## src/hdl/dfrsc_pkg.sv

```systemverilog
// Package of the delimited frame receiver: beat types, codes and constants.
// Depends on nothing; used by the top level and by its checker.
`timescale 1ns / 1ps
`default_nettype none

package dfrsc_pkg;

   // Frame storage bound; the programmed limit is capped at this value.
   localparam int unsigned COUNT_W   = 9;
   localparam logic [COUNT_W-1:0] MAX_FRAME = 9'd256;

   // Value the running sum must hold when the end character arrives.
   localparam logic [7:0] SUM_GOOD = 8'hFF;

   // Input event codes.
   localparam logic [1:0] MODE_BYTE    = 2'd0;
   localparam logic [1:0] MODE_TIMEOUT = 2'd1;
   localparam logic [1:0] MODE_FAULT   = 2'd2;

   // Result status codes.
   localparam logic [2:0] ST_IN_FRAME = 3'd0;
   localparam logic [2:0] ST_OK       = 3'd1;
   localparam logic [2:0] ST_TOO_LONG = 3'd2;
   localparam logic [2:0] ST_TIMEOUT  = 3'd3;
   localparam logic [2:0] ST_FAULT    = 3'd4;

   // Configuration register indexes.
   localparam logic [1:0] CSR_START_CHAR = 2'd0;
   localparam logic [1:0] CSR_END_CHAR   = 2'd1;
   localparam logic [1:0] CSR_MAX_LEN    = 2'd2;

   // Configuration reset values.
   localparam logic [7:0]         START_CHAR_RST = 8'd16;
   localparam logic [7:0]         END_CHAR_RST   = 8'd22;
   localparam logic [COUNT_W-1:0] MAX_LEN_RST    = 9'd256;

   typedef struct packed {
      logic [1:0] mode;
      logic [7:0] rx_byte;
   } req_data_type;

   typedef struct packed {
      logic [7:0]         byte_out;
      logic [COUNT_W-1:0] position;
      logic [2:0]         status;
      logic               last;
   } rsp_data_type;

endpackage

`default_nettype wire

```

## src/hdl/delimited_frame_receiver_sum_check.sv

```systemverilog
// Delimited frame receiver with an 8-bit additive checksum.
// A result beat is registered; it passes through the skid register while rsp is stalled.
// Throughput: one request beat per cycle unless the skid register is full; a two-entry
// output buffer (result plus skid register) lets a beat enter while a result waits on rsp.
// Reset (synchronous, active high): hunting state, sum and count cleared, registers at their
// default characters and limit, output buffer empty.
`timescale 1ns / 1ps
`default_nettype none

module delimited_frame_receiver_sum_check (
   input  wire logic                    clock,
   input  wire logic                    reset,
   // Request channel: received bytes, timeouts and link faults.
   input  wire logic                    req_valid,
   output logic                         req_stall,
   input  wire dfrsc_pkg::req_data_type req_data,
   // Result channel.
   output logic                         rsp_valid,
   input  wire logic                    rsp_stall,
   output dfrsc_pkg::rsp_data_type      rsp_data,
   // Configuration write port.
   input  wire logic                    csr_wr_en,
   input  wire logic [1:0]              csr_index,
   input  wire logic [dfrsc_pkg::COUNT_W-1:0] csr_wdata
);

   // Configuration registers.
   logic [7:0]                    start_char_ff;
   logic [7:0]                    end_char_ff;
   logic [dfrsc_pkg::COUNT_W-1:0] max_len_ff;

   // Frame state.
   logic                          in_frame_ff, in_frame_in;
   logic [7:0]                    running_sum_ff, running_sum_in;
   logic [dfrsc_pkg::COUNT_W-1:0] byte_count_ff, byte_count_in;

   // Output buffer: the result register feeds rsp, the skid register catches a result
   // that arrives while the result register is held by a stall.
   logic                          out_valid_ff, out_valid_in;
   dfrsc_pkg::rsp_data_type       out_data_ff, out_data_in;
   logic                          skid_valid_ff, skid_valid_in;
   dfrsc_pkg::rsp_data_type       skid_data_ff, skid_data_in;

   logic                          accept;
   logic                          out_take;
   logic                          res_valid;
   dfrsc_pkg::rsp_data_type       res;
   logic [dfrsc_pkg::COUNT_W-1:0] limit;
   logic [dfrsc_pkg::COUNT_W-1:0] count_next;

   // The request side is held off only while the skid register is occupied, so a beat may
   // still enter while one finished result sits in the result register.
   assign req_stall = skid_valid_ff;
   assign rsp_valid = out_valid_ff;
   assign rsp_data  = out_data_ff;

   assign accept   = req_valid && !skid_valid_ff;
   assign out_take = out_valid_ff && !rsp_stall;

   // The programmed limit is capped at the frame storage bound. Small values such as
   // zero or one simply make the second byte of a frame too long.
   assign limit      = (max_len_ff < dfrsc_pkg::MAX_FRAME) ? max_len_ff : dfrsc_pkg::MAX_FRAME;
   assign count_next = byte_count_ff + 9'd1;

   // Configuration writes. An index beyond the register list is ignored.
   always_ff @(posedge clock) begin
      if (reset) begin
         start_char_ff <= dfrsc_pkg::START_CHAR_RST;
         end_char_ff   <= dfrsc_pkg::END_CHAR_RST;
         max_len_ff    <= dfrsc_pkg::MAX_LEN_RST;
      end else if (csr_wr_en) begin
         case (csr_index)
            dfrsc_pkg::CSR_START_CHAR: start_char_ff <= csr_wdata[7:0];
            dfrsc_pkg::CSR_END_CHAR:   end_char_ff   <= csr_wdata[7:0];
            dfrsc_pkg::CSR_MAX_LEN:    max_len_ff    <= csr_wdata;
            default: begin
            end
         endcase
      end
   end

   // Frame logic: one compare-and-add per accepted beat.
   always_comb begin
      in_frame_in    = in_frame_ff;
      running_sum_in = running_sum_ff;
      byte_count_in  = byte_count_ff;
      res_valid      = 1'b0;
      res            = '0;

      if (accept) begin
         case (req_data.mode)
            dfrsc_pkg::MODE_TIMEOUT,
            dfrsc_pkg::MODE_FAULT: begin
               // A timeout or fault always reports, even while hunting, and abandons
               // any frame in progress.
               res_valid      = 1'b1;
               res.byte_out   = 8'd0;
               res.position   = in_frame_ff ? byte_count_ff : '0;
               res.status     = (req_data.mode == dfrsc_pkg::MODE_TIMEOUT) ?
                                dfrsc_pkg::ST_TIMEOUT : dfrsc_pkg::ST_FAULT;
               res.last       = 1'b1;
               in_frame_in    = 1'b0;
               running_sum_in = 8'd0;
               byte_count_in  = '0;
            end
            dfrsc_pkg::MODE_BYTE: begin
               if (!in_frame_ff) begin
                  // Hunting: everything but the start character is dropped silently.
                  if (req_data.rx_byte == start_char_ff) begin
                     res_valid      = 1'b1;
                     res.byte_out   = req_data.rx_byte;
                     res.position   = 9'd1;
                     res.status     = dfrsc_pkg::ST_IN_FRAME;
                     res.last       = 1'b0;
                     in_frame_in    = 1'b1;
                     running_sum_in = 8'd0;
                     byte_count_in  = 9'd1;
                  end
               end else begin
                  res_valid    = 1'b1;
                  res.byte_out = req_data.rx_byte;
                  res.position = count_next;
                  if (count_next >= limit) begin
                     // The length check wins over a matching end character.
                     res.status     = dfrsc_pkg::ST_TOO_LONG;
                     res.last       = 1'b1;
                     in_frame_in    = 1'b0;
                     running_sum_in = 8'd0;
                     byte_count_in  = '0;
                  end else if (req_data.rx_byte == end_char_ff &&
                               running_sum_ff == dfrsc_pkg::SUM_GOOD) begin
                     // The closing byte is not added to the sum.
                     res.status     = dfrsc_pkg::ST_OK;
                     res.last       = 1'b1;
                     in_frame_in    = 1'b0;
                     running_sum_in = 8'd0;
                     byte_count_in  = '0;
                  end else begin
                     res.status     = dfrsc_pkg::ST_IN_FRAME;
                     res.last       = 1'b0;
                     running_sum_in = running_sum_ff + req_data.rx_byte;
                     byte_count_in  = count_next;
                  end
               end
            end
            default: begin
               // The unused event code is ignored: no result and no state change.
            end
         endcase
      end
   end

   // Output buffer steering. While the skid register is full no beat is accepted, so it
   // only drains into the result register. Otherwise a new result goes to the result
   // register when that is free or being taken, and to the skid register when it is held.
   always_comb begin
      out_valid_in  = out_valid_ff;
      out_data_in   = out_data_ff;
      skid_valid_in = skid_valid_ff;
      skid_data_in  = skid_data_ff;

      if (skid_valid_ff) begin
         if (out_take) begin
            out_data_in   = skid_data_ff;
            skid_valid_in = 1'b0;
         end
      end else if (res_valid) begin
         if (!out_valid_ff || out_take) begin
            out_valid_in = 1'b1;
            out_data_in  = res;
         end else begin
            skid_valid_in = 1'b1;
            skid_data_in  = res;
         end
      end else if (out_take) begin
         out_valid_in = 1'b0;
      end
   end

   always_ff @(posedge clock) begin
      if (reset) begin
         in_frame_ff    <= 1'b0;
         running_sum_ff <= 8'd0;
         byte_count_ff  <= '0;
         out_valid_ff   <= 1'b0;
         skid_valid_ff  <= 1'b0;
      end else begin
         in_frame_ff    <= in_frame_in;
         running_sum_ff <= running_sum_in;
         byte_count_ff  <= byte_count_in;
         out_valid_ff   <= out_valid_in;
         skid_valid_ff  <= skid_valid_in;
      end
   end

   // Payload registers carry no reset.
   always_ff @(posedge clock) begin
      out_data_ff  <= out_data_in;
      skid_data_ff <= skid_data_in;
   end

endmodule

`default_nettype wire

```

## config.mk

```make
export PLATFORM = sky130hd
export DESIGN_NAME = delimited_frame_receiver_sum_check
export DESIGN_NICKNAME = d
export VERILOG_FILES = /design/src/hdl/dfrsc_pkg.sv /design/src/hdl/delimited_frame_receiver_sum_check.sv
export SDC_FILE = /design/constraint.sdc
export NUM_CORES = 1
export LEC_CHECK = 0
export BUFFER_PORTS_ARGS = -buffer_cell sky130_fd_sc_hd__buf_2
export CORE_UTILIZATION = 51
export DETAILED_ROUTE_END_ITERATION = 7
export GPL_TIMING_DRIVEN = 0
export PLACE_DENSITY = 0.84
export SYNTH_ARGS = -nofsm -noshare
export SYNTH_HDL_FRONTEND = slang
export SYNTH_SLANG_ARGS = --single-unit
```

## constraint.sdc

```tcl
create_clock -name clock -period 2.9 [get_ports clock]
set_input_delay 0.29 -clock clock [delete_from_list [all_inputs] [get_ports clock]]
set_output_delay 0.29 -clock clock [all_outputs]
set_load 0.03 [all_outputs]
```

==> results of run 1 <==
timing repair:
action | CTS | global route
hold endpoints to repair | 0 | 0
endpoints found under the setup margin | 24 | 24
resized for setup | 4 | 11
buffers inserted | 2 | 4
pin swaps | 2 | 4
power groups by stage:
stage / clock network (mW) / registers, mW / logic (mW)
2_1_floorplan: 0 / 1.39 / 0.115
3_3_place_gp: 0 / 1.36 / 0.218
3_5_place_dp: 0 / 1.36 / 0.230
4_1_cts: 0.772 / 1.33 / 0.232
5_1_grt: 0.825 / 1.33 / 0.257
6_report: 0.770 / 1.33 / 0.235
cells in the final DEF, fill, tap and decap left out, types with 7 or more instances in the layout:
cell / count
nor2_1: 49
buf_2: 48
and2_1: 12
mux2i_1: 20
clkbuf_8: 9
ha_1: 19
xnor2_1: 17
a22oi_2: 10
inv_1: 13
clkbuf_1: 14
a21o_1: 20
a21oi_1: 19
nand2_1: 33
nor3_1: 7
dfxtp_1: 41
edfxtp_1: 42
nand3_1: 8
xor2_1: 11
o21ai_0: 10
layout make-up:
| cell class | count | share of cell area (%) |
|---|---|---|
| Clock inverter | 6 | 0.918 |
| Timing Repair Buffer | 55 | 6.15 |
| Inverter | 14 | 1.04 |
| Sequential cell | 87 | 43.1 |
| Tap cell | 105 | 2.61 |
| Clock buffer | 10 | 2.53 |
| Multi-Input combinational cell | 299 | 41.9 |
| Buffer | 18 | 1.74 |
registers in the layout, indices dropped and copies added, names as in the netlist:
signal          cells
skid_data_ff       21
running_sum_ff      8
rsp_valid           1
in_frame_ff         1
rsp_data           21
byte_count_ff       9
req_stall           1
start_char_ff       8
end_char_ff         8
max_len_ff          9
kinds of logic after synthesis:
kind of cell               Yosys count  share of synthesized area, %
and+or+nand+nor                    143                          15.7
DFF                                 87                          49.5
AOI/OAI and AO/OA                   86                          14.9
buffers and inverters               34                          3.32
xor gates and xnor gates            29                          5.81
adders and majority gates           21                          6.18
muxes                               20                          4.58
worst reg2reg max path: stages, from the launching register on:
cell	delay (ns)
dfxtp_4	0.40
ha_4	0.19
nand2_1	0.07
nor3_2	0.18
xor2_1	0.28
ha_1	0.31
a21oi_1	0.13
o21ai_0	0.11
a211oi_2	0.22
buf_4	0.19
nand2_1	0.10
or3_1	0.36
a21oi_1	0.21
per-stage QoR:
stage | total power, mW | std cells | hold WS, ns | setup WS [ns]
2_1_floorplan | 1.50 | 420 | 0.408 | 0.221
3_3_place_gp | 1.57 | 572 | 0.469 | -0.435
3_5_place_dp | 1.59 | 574 | 0.496 | -0.301
4_1_cts | 2.33 | 592 | 0.168 | 0.0254
5_1_grt | 2.41 | 594 | 0.188 | -0.0917
6_report | 2.33 | 594 | 0.165 | 0.0602
how the worst max path moves through the flow:
stage / start / end / slack (ns) / cells after the start
4_1_cts: byte_count_ff[0]$_SDFFE_PP0P_ / running_sum_ff[5]$_SDFFE_PP0P_ / 0.03 / 13
3_3_place_gp: req_data[1] / rsp_data[12]$_DFFE_PP_ / -0.43 / 7
3_5_place_dp: byte_count_ff[0]$_SDFFE_PP0P_ / rsp_data[0]$_DFFE_PP_ / -0.30 / 11
5_1_grt: byte_count_ff[0]$_SDFFE_PP0P_ / byte_count_ff[1]$_SDFFE_PP0P_ / -0.09 / 12
2_1_floorplan: start_char_ff[1]$_SDFFE_PP0P_ / rsp_data[0]$_DFFE_PP_ / 0.22 / 6
6_report: byte_count_ff[0]$_SDFFE_PP0P_ / byte_count_ff[1]$_SDFFE_PP0P_ / 0.06 / 12
routing by layer:
layer  global-route usage, %  part of all wire [%]  up-vias
met5                       0                     0        -
met4                    10.6                   2.7        0
met3                    3.62                   6.0       23
met2                    36.2                    47      125
met1                    29.2                    44     1579
li1                        -                     -     1624
==> qor.csv, run 1 <==
stage,metric,value,unit
drt,drc_errors,0,
place,globalplace.congestion,0.879,
critical_path,crit_buf_inv,1,
finish,antenna_cells,0,
critical_path,crit_type,flop to flop,
timing,min_period_over_period,97.9,%
yosys,synth.area.top_cells,"edfxtp_1 29%, dfxtp_1 21%, ha_1 5.7%",
power_and_ir_drop,p_per_area,463,nW/µm²
clock_network,cts.sinks,87,
yosys,ys_seq_area_share,49.5,%
floorplanning,die_h,94.6,µm
drt,viasPerCell,5.64,
critical_path,rr_endpoint,byte_count_ff[1]$_SDFFE_PP0P_,
yosys,ys_warn_count,0,
clock_network,clock_path_buffers,2,
drt,vias,3351,
drt,postRouteAntennaNets,0,
drt,routedWlPerCell,15.7,µm
power_and_ir_drop,comb_power_share,10.1,%
power_and_ir_drop,p_int,1.71,mW
timing,final.setup.tns,0,ns
power_and_ir_drop,p_sw,0.621,mW
timing,timing.slew.headroom,58.4,%
floorplanning,core_area,8260,µm²
global_routing,grt_pass1_wl,15.2,mm
power_and_ir_drop,peakVddDrop,0.230,mV
yosys,synth.avg_cell_area,10.4,µm²
clock_network,clk_pin_slew,0.09,ns
power_and_ir_drop,clkPwrFrac,33.0,%
timing,min_period,2.84,ns
yosys,synth_top_cell_by_area,edfxtp_1,
power_and_ir_drop,p_seq_share,56.9,%
global_routing,grt-ovfl-total,0,
critical_path,worstPathRequired,3.17,ns
power_and_ir_drop,p_leak,2.15,nW
finish,final_nets,531,
min_path,hp-start,csr_wdata[8],
global_routing,antenna_found_initial,0,
clock_network,cts_hold_buf,0,
yosys,synth_top_area_share,28.8,%
floorplanning,initial_utilization,52.9,%
yosys,synth_commonest_cells,"50 x nor2_1, 45 x dfxtp_1, 42 x edfxtp_1, 33 x nand2_1",
min_path,hold_end,max_len_ff[8]$_SDFFE_PP1P_,
critical_path,cpPeakStageDelay,0.40,ns
critical_path,endpoint_kind,flop,
global_routing,grt_max_degree,16,
floorplanning,rows,33,
place,port_buffers,47,
clock_network,root_buffer,clkbuf_8,
finish,stdcell_area,5040,µm²
finish,drive_gt1_share,21.3,%
clock_network,h-tree-depth,3,
global_routing,grt.total_usage,22.3,%
floorplanning,num_io_pins,49,
yosys,syn-num-nets,467,
critical_path,rr_worst_depth,12,
finish,fin_util,61.1,%
timing,report.final.hold_viol_count,0,
yosys,synthCells,420,
global_routing,grt_pass1_vias,3222,
floorplanning,die-area,8950,µm²
timing,worst_pin_slew,0.624,ns
clock_network,cts_tree,done,
critical_path,slowest_stage,dfxtp_4,
outcome,status,completed,
clock_network,clk_latency,0.37,ns
yosys,ys_ff_latch,87,
yosys,yosys_most_used_dff,dfxtp_1,
critical_path,reg2reg_from,byte_count_ff[0]$_SDFFE_PP0P_,
place,dp_hpwl,6.86,mm
min_path,hold_depth,3,
finish,register_area,2170,µm²
yosys,async_flop_share,0,%
timing,fin_skew,0.0152,ns
finish,multi_input_comb_area,2110,µm²
timing,clock.fmax,352,MHz
floorplanning,die_x,94.6,µm
yosys,yosys.cell_count.top_type,nor2_1,
critical_path,critical-path-top-delay-family,simple AND/OR/NAND/NOR gates,
critical_path,critPathArrivalTime,3.11,ns
clock_network,cts-buffers-inserted,9,
timing,maxSlewViolCount,0,
critical_path,start_kind,flop,
place,placed_cell_area,4770,µm²
power_and_ir_drop,p_sw_share,26.6,%
timing,finalSetupViolCount,0,
job,drv_cap,0,
critical_path,worstPathMaxFanout,6,
finish,n_fill_cell,688,
finish,syn2layout_area_growth,15.3,%
drt,wl,9.34,mm
drt,drt_iter0_markers,228,
min_path,hold_path_class,primary input to flop,
critical_path,reg2reg_slack,0.06,ns
yosys,synth_edf_count,42,
yosys,netlist_area,4370,µm²
critical_path,path_cells,"ha_4, nand2_1, nor3_2, xor2_1, ha_1, a21oi_1, o21ai_0, a211oi_2, buf_4, nand2_1, or3_1, a21oi_1",
yosys,ys_types,49,
drt,first_pass_iters,5,
(Power assumes the default switching activity.)
==> run 2: changes to the inputs <==
CELL_PAD_IN_SITES_DETAIL_PLACEMENT = 0   (was not set)
CELL_PAD_IN_SITES_GLOBAL_PLACEMENT = 1   (was not set)
CORE_UTILIZATION = 43   (was 51)
CTS_BUF_LIST = sky130_fd_sc_hd__clkbuf_8   (was not set)
PLACE_DENSITY = 0.88   (was 0.84)
==> run 2 against run 1 <==
Compared with the run above:
- total power rose by 3.3%
- setup slack improved by 0.10 ns
- critical path depth rose by 1
- sequential cell count did not move
- clock skew fell by 0.0060 ns
- sequential power barely moved
- combinational power barely moved
- first-iteration DRC count fell by 48%
- worst hold slack improved by 0.0056 ns
- die area rose by 18%
- register-to-register slack improved by 0.10 ns
- wire length rose by 5.5%
==> qor.csv, run 2 (same netlist as run 1, synthesis figures left out) <==
stage,metric,value,unit
critical_path,worstPathRequired,3.12,ns
power_and_ir_drop,power,2.41,mW
global_routing,grt.total_usage,20.3,%
critical_path,crit_buf_inv,3,
finish,final_nets,530,
floorplanning,die_x,103,µm
clock_network,cts_hold_buf,0,
floorplanning,die-area,10600,µm²
critical_path,cpPeakStageDelay,0.31,ns
power_and_ir_drop,p_leak,2.17,nW
clock_network,clk_latency,0.36,ns
timing,rsz0062_at_grt,no,
place,dp_hpwl,7.26,mm
timing,worst_pin_slew,0.721,ns
drt,met1_length,4.41,mm
floorplanning,core_area,9820,µm²
critical_path,path_cells,"buf_2, nand3_1, nor3_1, xor2_1, ha_1, nand4_1, nor3_2, a211oi_2, buf_4, buf_4, and3_4, a211oi_1, nor3_1",
clock_network,cts_tree,done,
floorplanning,num_io_pins,49,
critical_path,endpoint_kind,flop,
finish,layout.cells.non_filler,621,
timing,timing.slew.headroom,51.9,%
clock_network,cts-buffers-inserted,9,
drt,wl,9.85,mm
min_path,hold_depth,3,
timing,maxSlewViolCount,0,
timing,final.setup.tns,0,ns
timing,min_period_over_period,94.4,%
drt,drt_iter0_markers,118,
drt,wl_met2,4.85,mm
power_and_ir_drop,p_per_area,473,nW/µm²
timing,finalSetupViolCount,0,
timing,report.final.hold_viol_count,0,
min_path,hold_end,max_len_ff[8]$_SDFFE_PP1P_,
global_routing,grt_pass1_vias,3196,
drt,drc_errors,0,
critical_path,reg2reg_slack,0.16,ns
clock_network,clock_path_buffers,2,
drt,postRouteAntennaNets,0,
critical_path,start_kind,flop,
floorplanning,die_h,103,µm
timing,min_period,2.74,ns
critical_path,slowest_stage,dfxtp_1,
drt,routedWlPerCell,15.9,µm
floorplanning,rows,36,
place,dp.cells,602,
global_routing,grt_pass1_wl,15.9,mm
clock_network,cts.sinks,87,
critical_path,critPathArrivalTime,2.96,ns
finish,syn2layout_area_growth,16.6,%
critical_path,reg2reg_from,byte_count_ff[2]$_SDFFE_PP0P_,
outcome,status,completed,
global_routing,grt-ovfl-total,0,
min_path,hp-start,csr_wdata[8],
finish,antenna_cells,0,
critical_path,worstPathMaxFanout,8,
finish,n_fill_cell,915,
place,port_buffers,47,
drt,first_pass_iters,6,
finish,drive_gt1_share,21.5,%
drt,vias,3279,
critical_path,critical-path-top-delay-family,simple AND/OR/NAND/NOR gates,
floorplanning,initial_utilization,44.5,%
job,drv_cap,0,
drt,maxUsedRoutingLayer,met4,
finish,stdcell_area,5100,µm²
min_path,hold_path_class,primary input to flop,
critical_path,rr_endpoint,byte_count_ff[2]$_SDFFE_PP0P_,
critical_path,crit_type,flop to flop,
drt,viasPerCell,5.28,
critical_path,rr_worst_depth,13,
drt,wl_met3,530,µm
global_routing,grt_max_degree,16,
place,placed_cell_area,4810,µm²
clock_network,h-tree-depth,3,
clock_network,root_buffer,clkbuf_8,
clock_network,clk_pin_slew,0.08,ns
global_routing,antenna_found_initial,0,
timing,clock.fmax,365,MHz
finish,final_cell_mix,"49 x buf_2, 49 x nor2_1, 42 x edfxtp_1",
timing,fin_skew,0.00916,ns
place,globalplace.congestion,0.888,
power_and_ir_drop,peakVddDrop,0.308,mV
critical_path,crit_cells,13,
-- run 2: cell type report --
class | count | area [µm²] | area share, %
Buffer | 18 | 85.1 | 1.67
Multi-Input combinational cell | 299 | 2120 | 41.7
Tap cell | 133 | 166 | 3.26
Clock buffer | 9 | 124 | 2.43
Inverter | 14 | 52.6 | 1.03
Clock inverter | 7 | 72.6 | 1.42
Sequential cell | 87 | 2170 | 42.6
Timing Repair Buffer | 54 | 303 | 5.94
-- run 2: report_power, final --
group / switching (mW) / leakage [nW] / internal (mW) / total [mW]
clock network: 0.443 / 0.0972 / 0.399 / 0.842
registers: 0.0149 / 0.754 / 1.31 / 1.33
logic: 0.156 / 1.32 / 0.0829 / 0.238
-- run 2: repair_timing --
| item | in CTS | in global routing |
|---|---|---|
| resized for setup | 6 | 10 |
| setup endpoints to repair | 24 | 24 |
| setup buffers | 3 | 2 |
| pin swaps | 2 | 5 |
-- run 2: metal layers --
| layer | vias up | global-route usage, % |
|---|---|---|
| met5 | - | 0 |
| met3 | 5 | 3.66 |
| li1 | 1624 | - |
| met2 | 94 | 34.5 |
| met1 | 1556 | 26.4 |
| met4 | 0 | 6.28 |
-- run 2: per-stage QoR --
step / util [%] / hold slack, ns / setup WS, ns
after floorplan: - / 0.408 / 0.221
after global placement: 48.6 / 0.466 / -0.551
after detailed placement: 49.0 / 0.482 / -0.362
after CTS: 51.4 / 0.158 / 0.0105
after global routing: 51.9 / 0.208 / 0.00264
final: 51.9 / 0.170 / 0.163
-- run 2: how the worst max path moves through the flow --
stage                                   from                              to  slack, ns
2_1_floorplan  start_char_ff[1]$_SDFFE_PP0P_           rsp_data[0]$_DFFE_PP_       0.22
3_3_place_gp                     req_data[1]           rsp_data[8]$_DFFE_PP_      -0.55
3_5_place_dp   byte_count_ff[0]$_SDFFE_PP0P_           rsp_data[0]$_DFFE_PP_      -0.36
4_1_cts        byte_count_ff[0]$_SDFFE_PP0P_           rsp_data[2]$_DFFE_PP_       0.01
5_1_grt        byte_count_ff[0]$_SDFFE_PP0P_  running_sum_ff[0]$_SDFFE_PP0P_      0.003
6_report       byte_count_ff[2]$_SDFFE_PP0P_   byte_count_ff[2]$_SDFFE_PP0P_       0.16
-- run 2: worst register-to-register path, cell delays in order (launching register included) --
cell and delay, ns:
dfxtp_1 0.31, buf_2 0.17, nand3_1 0.15, nor3_1 0.24, xor2_1 0.27, ha_1 0.21
nand4_1 0.16, nor3_2 0.26, a211oi_2 0.06, buf_4 0.16, buf_4 0.14, and3_4 0.18
a211oi_1 0.24, nor3_1 0.06
